==> config.mk <==
export PLATFORM = sky130hd
export DESIGN_NAME = bha_ctrl
export DESIGN_NICKNAME = d
export VERILOG_FILES = /design/src/design/bha_pkg.sv /design/src/design/bha_ctrl.sv
export SDC_FILE = /design/constraint.sdc
export NUM_CORES = 1
export LEC_CHECK = 0
export ABC_AREA = 1
export ABC_CLOCK_PERIOD_IN_PS = 1400
export CORE_AREA = 4 4 41 43
export CTS_CLUSTER_SIZE = 16
export DETAILED_ROUTE_END_ITERATION = 16
export DIE_AREA = 0 0 45 47
export DONT_BUFFER_PORTS = 1
export GPL_TIMING_DRIVEN = 0
export PLACE_DENSITY = 0.5
export REMOVE_ABC_BUFFERS = 1
export SYNTH_ARGS = -nofsm -noshare
export SYNTH_HDL_FRONTEND = slang
export SYNTH_SLANG_ARGS = --single-unit
==> constraint.sdc <==
create_clock -name clk -period 1.4 [get_ports clk]
set_input_delay 0.35 -clock clk [delete_from_list [all_inputs] [get_ports clk]]
set_output_delay 0.35 -clock clk [all_outputs]
set_load 0.005 [all_outputs]
==> src/design/bha_pkg.sv <==
// Shared types and constants for the bucketed hash aggregator.
// No dependencies.
package bha_pkg;

    localparam int unsigned WORD_W      = 32;
    localparam int unsigned SLOT_W      = 12;
    localparam int unsigned STATUS_W    = 2;
    localparam int unsigned IN_TDATA_W  = 64;
    localparam int unsigned OUT_TDATA_W = 112;
    localparam int unsigned AGG_W       = 3 * WORD_W;

    localparam logic [WORD_W-1:0] HASH_MULT = 32'd2654435769;

    typedef logic [STATUS_W-1:0] status_t;
    localparam status_t ST_NEW  = 2'd0;
    localparam status_t ST_HIT  = 2'd1;
    localparam status_t ST_FULL = 2'd2;

    typedef struct packed {
        logic clear;
        logic load;
        logic hash;
        logic bucket;
        logic row_rd;
        logic match;
        logic commit;
    } dp_cmd_t;

    typedef struct packed {
        logic clear_last;
        logic out_busy;
    } dp_stat_t;

endpackage

==> src/design/bha_ctrl.sv <==
// Sequencer for the aggregator: clearing pass, then one item at a time.
// Depends on bha_pkg.
module bha_ctrl (
    input  logic              clk,
    input  logic              rst_n,
    input  logic              in_valid,
    output logic              in_ready,
    input  bha_pkg::dp_stat_t stat,
    output bha_pkg::dp_cmd_t  cmd
);

    typedef enum logic [6:0] {
        S_CLEAR  = 7'b0000001,
        S_IDLE   = 7'b0000010,
        S_HASH   = 7'b0000100,
        S_BUCKET = 7'b0001000,
        S_READ   = 7'b0010000,
        S_MATCH  = 7'b0100000,
        S_UPDATE = 7'b1000000
    } state_t;

    state_t state_reg, state_next;

    always_ff @(posedge clk or negedge rst_n)
    begin
        if (!rst_n)
        begin
            state_reg <= S_CLEAR;
        end
        else
        begin
            state_reg <= state_next;
        end
    end

    always_comb
    begin
        state_next = state_reg;
        cmd        = '0;
        in_ready   = 1'b0;
        unique case (state_reg)
            S_CLEAR:
            begin
                cmd.clear = 1'b1;
                if (stat.clear_last)
                begin
                    state_next = S_IDLE;
                end
            end
            S_IDLE:
            begin
                in_ready = 1'b1;
                if (in_valid)
                begin
                    cmd.load   = 1'b1;
                    state_next = S_HASH;
                end
            end
            S_HASH:
            begin
                cmd.hash   = 1'b1;
                state_next = S_BUCKET;
            end
            S_BUCKET:
            begin
                cmd.bucket = 1'b1;
                state_next = S_READ;
            end
            S_READ:
            begin
                cmd.row_rd = 1'b1;
                state_next = S_MATCH;
            end
            S_MATCH:
            begin
                cmd.match  = 1'b1;
                state_next = S_UPDATE;
            end
            S_UPDATE:
            begin
                if (!stat.out_busy)
                begin
                    cmd.commit = 1'b1;
                    state_next = S_IDLE;
                end
            end
            default:
            begin
                state_next = S_CLEAR;
            end
        endcase
    end

endmodule

-- Word level (Yosys, flattened, before mapping)
Index checks and enable logic that the tools add are counted.
- logic and storage cells: 26
- register bits: 7
- output and inout port bits: 8
- memories: 0
- bits in writable memories: 0
- bits of input ports: 5
- bits in latches: 0
- ROM bits: 0
- bitwise logic cells: 0
- $add $sub $neg: 0
- multipliers: 0
- reduce and logical (&&, ||, !) cells: 1
- divide/modulo/power cells: 0
- muxes and demuxes: 14
- equality and inequality tests: 10
- shift-type cells: 0
- magnitude comparators: 0
- operators by type and width (operator ; number):
    $pmux 7 s7 ; 1
    $mux 7 ; 3
    $mux 1 ; 10
    $eq 7x1->1 const B ; 1
    $eq 7x2->1 const B ; 1
    $eq 7x3->1 const B ; 1
    $eq 7x4->1 const B ; 1
    $eq 7x5->1 const B ; 1
    $eq 7x6->1 const B ; 1
    $eq 7x7->1 const B ; 1
    $ne 2x2->1 const B ; 3
    $reduce_and 3->1 ; 1

-- Longest topological paths before layout
Gate-level depths: netlist of the first run.
- word-level depth: 3
- mapped depth: 8
- gate-level depth less buffers: 8

-- Least setup slack after synthesis of the first run
OpenSTA, ideal clock, no wires.
- path type: register to output
- start point: reg state_reg[0]
- end point: out cmd[3] (netlist name)
- required time: 1.050 ns
- buffers on the path: 1
- cell stages (with the launch flop): 7
- arrival: 0.897 ns
- path slack: 0.153 ns
- cells stage by stage: dfstp_2 > inv_2 > nand2_2 > nor2_1 > nand2_1 > inv_1 > buf_4
- RTL lines (item ; line ; source):
    start, declared ; bha_ctrl.sv:22 ; state_t state_reg, state_next;
    start signal, assigned ; bha_ctrl.sv:32 ; state_reg <= state_next;
    end, declared ; bha_ctrl.sv:9 ; output bha_pkg::dp_cmd_t cmd

==> results.md, run 1 <==
* Routability cong. at between 0.7 and 0.8
* # setup viols final at 9
* Worst Path Buf+Inv at 1
* Largest family of logic cells by synthesized area: simple AND/OR/NAND/NOR gates
* Chip Height at about 47 um
* Total Power at 0.913 mW
* Nets at 86
* Worst min-delay path category: input port to flip-flop
* Number of fill cells at 135
* Max incr delay on CP at 0.40 ns
* Worst-path clk slew at 0.05 ns
* Critical path startpoint category: flip-flop
* DIE WIDTH at 45 um
* RSZ-0062 raised after global routing: true
* Final min period at about 1.5 ns
* Slew margin rel. at 77.2%
* R2r endpoint: state_reg[0]$_DFFE_PN1P_
* Router iterations before antenna repair at 1
* Cell Chain, Critical Path: inv_2 > nand2_4 > nor2_4 > nand2_2 > nor2_2
* Status: complete, but fails checks
* Post-route ant nets at 0
* Pin count of the biggest net entering global routing at 8
* Core area at 1300 um^2
* Pwr Density at roughly 1400 nW/um^2
* Hold Path Sink: state_reg[0]$_DFFE_PN1P_
* Post-synthesis mux area share at 0%
* Buffers on Ports at 0
* Worst slew pin tran at 0.341 ns
* Type of the worst setup path: flip-flop to output port
* Grt ovf at 0
* Setup crit end kind: output port
* CTS root buf: clkbuf_4
* Peak supply drop at 0.000548 V
* Max_cap viols at 0
* Vias in the first global route at 395
* Synthesized instance count at 66
* FF-to-FF setup slack at -0.05 ns
* DRC marker count from the first detailed-route iteration at 0
* HP Start: stat[1]
* Final Skew at 0.00200 ns
* Post-synthesis compound-gate area fraction at 1.14%
* Cts bufs inserted at 3
* Drc violations at 0
* Clock Path Buffers at 2
* Lkg Pwr at 0.383 nW
* Crit Path Max Fanout at 4
* Clock Sinks at 7
* Max-slew violations at 0
* Top delay family on crit path: flip-flops
* Area Growth Syn to Fin at 47.1%
* Post-Synth Adder-Cell Area at 0%
* Share of cells above drive strength 1 at 58.8%
* Worst r2r src: state_reg[5]$_DFFE_PN0P_
* Number of diodes at 0
* Clk Latency, worst-skew pair at 0.25 ns
* Vias per cell at ~4.5
* Final Worst Setup Slack at -0.0771 ns
* Synth Area per Inst at 6.64 um^2
* Launch point of the worst path: state_reg[3]$_DFFE_PN0P_
* Global-route usage over all layers at between 10% and 20%
* FF-to-FF path depth at 11
* Global-route wire length before repair at 1620 um
* Fmax at 677 MHz
* Simple-Gate Fraction of Synth Area at 41.7%
* Crit share post-route at 106%
* Yosys reg bits at 7
* CTS tree: built
* Wirelength, routed at 1000 um
* Seq/Total Area, Yosys at 40.3%
* Hold path depth at 3
* CTS H-Tree Depth at 1
* Post-synth cell types at 15
* Slowest CP cell: dfrtp_1
* Sum of negative setup slack at -0.412 ns
* Crit path DAT at 1.13 ns
* Initial Utilization at 33.7%
* Rows at 13
* Initial antenna violation count at 0
* Violations in the final reports: setup timing
* Req. time, crit path at 1.05 ns
* Mapped cell area at 438 um^2
* Routed via count at 427
* Hold Fails Final Rpt at 0
* Number of flip-flops in the largest register at 7
* Post-Synth XOR/XNOR Area at 0%
* Avg WL per Cell at 10.6 um
* Yosys warning total at 0
* Final HPWL DP at between 700 and 800 um
* Die Area at between 2000 and 2500 um^2
* I/O Pins at 13
[Yosys cell counts]
cell type	instances	area, um^2
nand2_1	18	67.6
inv_1	11	41.3
nor2_1	10	37.5
dfrtp_1	6	150
inv_2	5	18.8
nor3_1	4	20.0
nand2_2	3	18.8
nor2_2	2	12.5
a21oi_1	1	5.00
buf_4	1	7.51
dfstp_2	1	26.3
inv_4	1	6.26
nand3_1	1	5.00
nand3_2	1	10.0
nor2_4	1	11.3
[layout by cell type, fill, tap and decap left out]
master,instances
clkbuf_4,3
nand2_4,4
inv_2,10
dfstp_2,1
nand2_2,7
nand3_4,1
nand3_1,1
dfrtp_2,1
nor3_4,1
clkbuf_1,1
nor2_4,3
inv_4,1
a21oi_2,1
nor2_1,6
nand2_1,10
nor3_1,3
dlygate4sd3_1,1
nor2_2,4
dfrtp_1,5
inv_1,6
buf_4,10
[where the power goes]
group          leakage [nW]  internal (mW)  switching (mW)
combinational         0.277          0.179           0.267
clock                0.0150          0.109          0.0785
sequential           0.0909          0.251          0.0291
total                 0.383          0.539           0.374
[metrics by stage]
stage               cells  setup WS (ns)  hold slack (ns)  instance area (um^2)  util [%]
floorplan              65          0.236           0.0544                   430         -
global placement       80          0.102           0.0546                   449      34.5
detailed placement     80          0.103           0.0546                   449      34.5
CTS                    91         -0.103            0.242                   556      42.7
global route           95         -0.152            0.257                   644      49.5
finish                 95        -0.0771            0.244                   644      49.5
[repair_timing]
action	in CTS	in global routing
endpoints found under the setup margin	7	10
cloned	0	0
pin swaps	5	10
gates resized for setup	9	19
hold buffers	1	0
endpoints found under the hold margin	7	0
setup buffers	6	4
[cell families (layout without fill, tap and decap cells)]
kind of cell / after synthesis / in the layout
buf+inv: 18 / 32
compound gates: 1 / 1
flops: 7 / 7
simple gates: 40 / 40
[worst min-delay path, cell delays in order]
cell and delay (ns):
inv_1 0.02, nand2_1 0.07, nand2_1 0.05
[per-layer routing]
| metal | share of wire (%) | wire [um] | vias to the layer above | GRT usage (%) |
|---|---|---|---|---|
| li1 | - | - | 222 | - |
| met2 | 50 | 500 | 9 | 15.0 |
| met5 | 0 | 0 | - | 0 |
| met1 | 44 | 437 | 192 | 14.9 |
| met4 | 1.7 | 17 | 0 | 10.5 |
| met3 | 4.7 | 47 | 4 | 2.68 |
[worst max-delay path by stage]
stage	to	slack (ns)	cells past startpoint
finish	cmd[0]	-0.08	5
global route	cmd[0]	-0.15	5
CTS	cmd[0]	-0.10	5
detailed placement	cmd[0]	0.10	5
global placement	cmd[0]	0.10	5
floorplan	cmd[0]	0.24	5
[final cells by class]
class	instances	area, um^2	share of cell area, %
clock buffers	4	26.3	4.08
inverters	17	66.3	10.3
multi-input cells	41	270	41.9
flip-flops and latches	7	178	27.6
well taps	15	18.8	2.91
repair buffers	11	85.1	13.2
Power figures use the tool's default switching activity.
==> run 2, diff against run 1 <==
--- a/config.mk
+++ b/config.mk
@@ -6,7 +6,7 @@
 export NUM_CORES = 1
 export LEC_CHECK = 0
 export ABC_AREA = 1
-export ABC_CLOCK_PERIOD_IN_PS = 1400
+export ABC_CLOCK_PERIOD_IN_PS = 1700
 export CORE_AREA = 4 4 41 43
 export CTS_CLUSTER_SIZE = 16
 export DETAILED_ROUTE_END_ITERATION = 16
==> constraint.sdc (replaced) <==
create_clock -name clk -period 1.7 [get_ports clk]
set_input_delay 0.425 -clock clk [delete_from_list [all_inputs] [get_ports clk]]
set_output_delay 0.425 -clock clk [all_outputs]
set_load 0.005 [all_outputs]
==> results.md, run 2 (synthesized netlist as in run 1, its figures left out) <==
* Status: complete, no violations
* Peak supply drop at 0.000420 V (-23%)
* Sequential Power Share at 36.5% (+5.8 points)
* Crit Path Max Fanout at 4 (unchanged)
* Nets at 76 (-12%)
* CTS root buf: clkbuf_4
* # setup viols final at 0 (-9)
* Critical path startpoint category: flip-flop
* Number of diodes at 0 (unchanged)
* Avg WL per Cell at 10.0 um (-5.1%)
* DIE WIDTH at 45 um (unchanged)
* Sum of negative setup slack at 0 ns (+0.412 ns)
* Slew margin rel. at 80.3% (+3.1 points)
* Share of cells above drive strength 1 at 25.7% (-33 points)
* Die Area at 2120 um^2 (unchanged)
* Chip Height at 47 um (unchanged)
* Worst slew pin tran at 0.294 ns (-0.0470 ns)
* Worst r2r src: state_reg[0]$_DFFE_PN1P_
* Wirelength, routed at 852 um (-15%)
* Crit share post-route at between 90 and 100%
* Vias per cell at 4.27 (-5.0%)
* Max-slew violations at 0 (unchanged)
* Buffers on Ports at 0 (unchanged)
* Setup crit end kind: output port
* Final Skew at 0.00124 ns (-0.000760 ns)
* DP Worst Slack at 0.328 ns (+0.225 ns)
* Worst-path clk slew at 0.05 ns (about the same)
* Placed Area at 449 um^2 (unchanged)
* Vias in the first global route at 358 (-9.4%)
* Initial antenna violation count at 0 (unchanged)
* Internal power at 0.382 mW (-29%)
* Grt ovf at 0 (unchanged)
* Hold Fails Final Rpt at 0 (unchanged)
* Rows at 13 (unchanged)
* Hold slack at 0.0172 ns (-0.226 ns)
* Worst min-delay path category: input port to asynchronous set/reset pin
* CTS tree: built
* Commonest cells after routing, fill and taps aside: nand2_1 (18), inv_1 (11), nor2_1 (9)
* Req. time, crit path at 1.27 ns (+0.22 ns)
* RSZ-0062 raised after global routing: false
* Cts bufs inserted at 3 (unchanged)
* Fin area at 493 um^2 (-23%)
* Type of the worst setup path: flip-flop to output port
* Crit path DAT at 1.15 ns (+0.02 ns)
* Leading cell type in the layout, fill and taps excluded: nand2_1
* Sw power at 0.246 mW (-34%)
* Post-Place Cells at 80 (unchanged)
* Fmax at 633 MHz
* Setup Buffers After CTS at 0 (-6)
* Clock Sinks at 7 (unchanged)
* Clk Latency, worst-skew pair at 0.25 ns (about the same)
* Post-route ant nets at 0 (unchanged)
* Max_cap viols at 0 (unchanged)
* Share of total power in the clock network at 23.9% (+3.4 points)
* Launch point of the worst path: state_reg[3]$_DFFE_PN0P_
* Routed via count at 363 (-15%)
* DRC marker count from the first detailed-route iteration at 2 (+2)
* CTS H-Tree Depth at 1 (unchanged)
* Number of flip-flops in the largest register at 7 (unchanged)
* Area Growth Syn to Fin at 12.6%
* I/O Pins at 13 (unchanged)
* Final min period at around 1.6 ns
* Final Worst Setup Slack at 0.120 ns (+0.197 ns)
* Clock Path Buffers at 2 (unchanged)
* Core area at 1300 um^2 (unchanged)
* Final HPWL DP at 710 um (unchanged)
* Initial Utilization at 33.7% (unchanged)
* Non-filler cells, final at 85 (-11%)
* Combinational share of power at 39.6% (-9.2 points)
* Pwr Density at 1270 nW/um^2 (-10%)
* Router iterations before antenna repair at 2 (+1)
* Routability cong. at 0.785 (unchanged)
* Drc violations at 0 (unchanged)
* Switching share of total power at 39.1% (-1.9 points)
* Global-route wire length before repair at 1520 um (-6.0%)
* Lkg Pwr at 0.332 nW (-13%)
* Global-route usage over all layers at 10.8% (-0.48 points)
* Pin count of the biggest net entering global routing at 7 (-1)
[run 2: cell count changes in the layout (fill, tap and decap cells not counted), sizes merged]
cell  change
buf      -10
[run 2: what timing repair did]
action | CTS | global route
endpoints found under the setup margin | 0 | 3
hold buffers | 1 | 0
hold endpoints to repair | 6 | 0
resized for setup | 0 | 2
[run 2: worst paths after layout]
kind                                            end  cells past startpoint  slack [ns]
max                                          cmd[0]                      5        0.12
max in group asynchronous  state_reg[2]$_DFFE_PN0P_                      1        0.98
max reg2reg                state_reg[1]$_DFFE_PN0P_                      7        0.52
min in group clk           state_reg[0]$_DFFE_PN1P_                      3        0.32
min reg2reg                state_reg[5]$_DFFE_PN0P_                      3        0.60
min                        state_reg[0]$_DFFE_PN1P_                      0        0.02
[run 2: layer usage]
layer | wire length (um) | part of all wire (%) | track usage (%) | vias up
met5 | 0 | 0 | 0 | -
met4 | 9 | 1.1 | 10.5 | 0
met3 | 41 | 4.8 | 2.68 | 2
met2 | 408 | 48 | 13.8 | 7
met1 | 393 | 46 | 14.5 | 155
li1 | - | - | - | 199
[run 2: layout make-up]
class	instances	area (um^2)
Tap cell	15	18.8
Sequential cell	7	176
Timing Repair Buffer	1	10.0
Fill cell	152	808
Inverter	17	66.3
Clock buffer	4	26.3
Multi-Input combinational cell	41	195
[run 2: critical path: stages (launching register included)]
cell     delay [ns]
dfrtp_1        0.39
inv_1          0.07
nand2_1        0.10
nor2_4         0.14
nand2_1        0.11
nor2_2         0.11
[run 2: through the flow]
stage	total power, mW	util, %
after detailed placement	0.471	34.5
after global placement	0.471	34.5
final	0.628	37.9
after CTS	0.629	37.3
after global routing	0.699	37.9
after floorplan	0.429	-
[run 2: power by group through the flow]
| stage | clock network (mW) | logic, mW | registers, mW |
|---|---|---|---|
| 6_report | 0.150 | 0.249 | 0.229 |
| 5_1_grt | 0.165 | 0.300 | 0.234 |
| 4_1_cts | 0.156 | 0.243 | 0.230 |
| 3_5_place_dp | 0 | 0.238 | 0.233 |
| 3_3_place_gp | 0 | 0.238 | 0.233 |
| 2_1_floorplan | 0 | 0.199 | 0.230 |
==> run 3, diff against run 2 <==
==> constraint.sdc (replaced) <==
create_clock -name clk -period 1.7 [get_ports clk]
set_input_delay 0.425 -clock clk [delete_from_list [all_inputs] [get_ports clk]]
set_output_delay 0.425 -clock clk [all_outputs]
set_load 0.1 [all_outputs]
==> results.md, run 3 (synthesized netlist as in run 1, its figures left out) <==
* Final Skew at 0.00208 ns (+0.000840 ns)
* DIE WIDTH at 45 um (unchanged)
* Worst-path clk slew at 0.05 ns (about the same)
* Number of flip-flops in the largest register at 7 (unchanged)
* Post-route ant nets at 0 (unchanged)
* Drc violations at 0 (unchanged)
* Combinational share of power at 63.7% (+24 points)
* Share of cells above drive strength 1 at 59.0% (+33 points)
* Type of the worst setup path: flip-flop to output port
* Leading cell type in the layout, fill and taps excluded: nand2_1
* I/O Pins at 13 (unchanged)
* Worst r2r src: state_reg[3]$_DFFE_PN0P_
* Post-Place Cells at 81 (+1.3%)
* Violations in the final reports: setup timing
* Nets at 89 (+17%)
* Global-route usage over all layers at 12.7% (+1.8 points)
* Crit Path Max Fanout at 4 (unchanged)
* Wirelength, routed at 1080 um (+26%)
* Sequential Power Share at 22.0% (-14 points)
* Avg WL per Cell at 11.0 um (+9.6%)
* Final Worst Setup Slack at -0.270 ns (-0.390 ns)
* Setup crit end kind: output port
* Global-route wire length before repair at 1860 um (+22%)
* Clock Sinks at 7 (unchanged)
* CTS H-Tree Depth at 1 (unchanged)
* Vias in the first global route at 428 (+20%)
* CTS tree: built
* Final min period at 1.97 ns (+0.390 ns)
* Area Growth Syn to Fin at 58.0%
* CTS root buf: clkbuf_4
* Hold Fails Final Rpt at 0 (unchanged)
* # setup viols final at 8 (+8)
* Initial Utilization at 33.7% (unchanged)
* Cts bufs inserted at 3 (unchanged)
* Switching share of total power at 53.3% (+14 points)
* Share of total power in the clock network at 14.3% (-9.6 points)
* Worst min-delay path category: input port to asynchronous set/reset pin
* Routed via count at 427 (+18%)
* Lkg Pwr at 0.371 nW (+12%)
* Rows at 13 (unchanged)
* Chip Height at 47 um (unchanged)
* Req. time, crit path at 1.27 ns (about the same)
* Buffers on Ports at 0 (unchanged)
* Max-slew violations at 0 (unchanged)
* Clock Path Buffers at 2 (unchanged)
* Peak supply drop at 0.000648 V (+54%)
* Max_cap viols at 0 (unchanged)
* Core area at 1300 um^2 (unchanged)
* Worst slew pin tran at 0.658 ns (+0.364 ns)
* Pin count of the biggest net entering global routing at 7 (unchanged)
* Number of diodes at 0 (unchanged)
* DRC marker count from the first detailed-route iteration at 8 (+6)
* Clk Latency, worst-skew pair at 0.25 ns (about the same)
* Grt ovf at 0 (unchanged)
* Routability cong. at 0.785 (unchanged)
* R2r endpoint: state_reg[0]$_DFFE_PN1P_
* FF-to-FF path depth at 7 (unchanged)
* Final HPWL DP at 706 um (-0.58%)
* Router iterations before antenna repair at 4 (+2)
* Vias per cell at 4.36 (+2.0%)
* Die Area at 2120 um^2 (unchanged)
* RSZ-0062 raised after global routing: true
* DP Worst Slack at -0.375 ns (-0.704 ns)
* Sw power at 0.558 mW (+130%)
* Initial antenna violation count at 0 (unchanged)
* Fmax at 508 MHz (-20%)
* Internal power at 0.488 mW (+28%)
* Crit share post-route at 116% (+23 points)
* Critical path startpoint category: flip-flop
* Crit path DAT at 1.54 ns (+0.39 ns)
* Status: complete, but fails checks
* Slew margin rel. at 56.0% (-24 points)
* FF-to-FF setup slack at 0.14 ns (-0.38 ns)
* Commonest cells after routing, fill and taps aside: nand2_1 (11), buf_4 (10), nand2_2 (8)
* Pwr Density at 1510 nW/um^2 (+19%)
* Non-filler cells, final at 98 (+15%)
## run 3: cell types whose count changed in the layout (fill, tap and decap cells not counted), moves of 2 or more
| cell | before | now |
|---|---|---|
| buf_4 | 0 | 10 |
| buf_6 | 0 | 2 |
| clkinvlp_4 | 0 | 4 |
| inv_1 | 11 | 5 |
| nand2_1 | 18 | 11 |
| nand2_2 | 3 | 8 |
| nand2_4 | 0 | 2 |
| nor2_1 | 9 | 5 |
| nor2_2 | 2 | 4 |
| nor2_4 | 2 | 4 |
## run 3: critical path, stage by stage, from the launching register on
cell     delay [ns]
dfrtp_1        0.39
inv_4          0.07
nand2_4        0.06
nor2_4         0.18
nand2_2        0.10
nor2_4         0.49
## run 3: final cells by class
cell class / count / area (um^2)
inverter: 17 / 88.8
tap: 15 / 18.8
fill: 133 / 609
clock buffer: 4 / 26.3
multi-input combinational: 41 / 254
timing repair buffer: 14 / 128
sequential: 7 / 176
## run 3: worst max path at each step
stage	from	to	slack (ns)	cells past startpoint
2_1_floorplan	state_reg[6]$_DFFE_PN0P_	cmd[5]	-1.39	3
3_3_place_gp	state_reg[6]$_DFFE_PN0P_	cmd[5]	-1.50	3
3_5_place_dp	state_reg[3]$_DFFE_PN0P_	cmd[0]	-0.38	5
4_1_cts	state_reg[3]$_DFFE_PN0P_	cmd[0]	-0.28	5
5_1_grt	state_reg[3]$_DFFE_PN0P_	cmd[0]	-0.33	5
6_report	state_reg[1]$_DFFE_PN0P_	cmd[0]	-0.27	5
## run 3: per-stage QoR
step	setup TNS (ns)	hold slack, ns	cell area, um^2	total power [mW]	util [%]
4_1_cts	-1.35	0.0160	662	1.01	50.9
2_1_floorplan	-2.24	0.129	430	0.657	-
5_1_grt	-2.03	0.0114	692	1.12	53.2
6_report	-1.48	0.0145	692	1.05	53.2
3_5_place_dp	-1.00	0.130	472	0.715	36.3
3_3_place_gp	-2.88	0.130	449	0.698	34.5
## run 3: what timing repair did
item,CTS,global route
pin swaps,6,6
resized for setup,27,2
hold buffers,1,0
buffers inserted,9,3
endpoints found under the hold margin,6,0
endpoints found under the setup margin,8,10
## run 3: power by group through the flow
stage                     Sequential (mW)  Clock (mW)  Combinational (mW)
after floorplan                     0.230           0               0.427
after global placement              0.233           0               0.466
after detailed placement            0.233           0               0.482
after CTS                           0.230       0.152               0.629
after global routing                0.234       0.162               0.722
final                               0.230       0.150               0.666
## run 3: layer usage
metal	share of wire, %	global-route usage (%)
met5	0	0
met2	52	21.2
met4	0.74	5.26
met1	42	15.8
met3	4.5	2.68
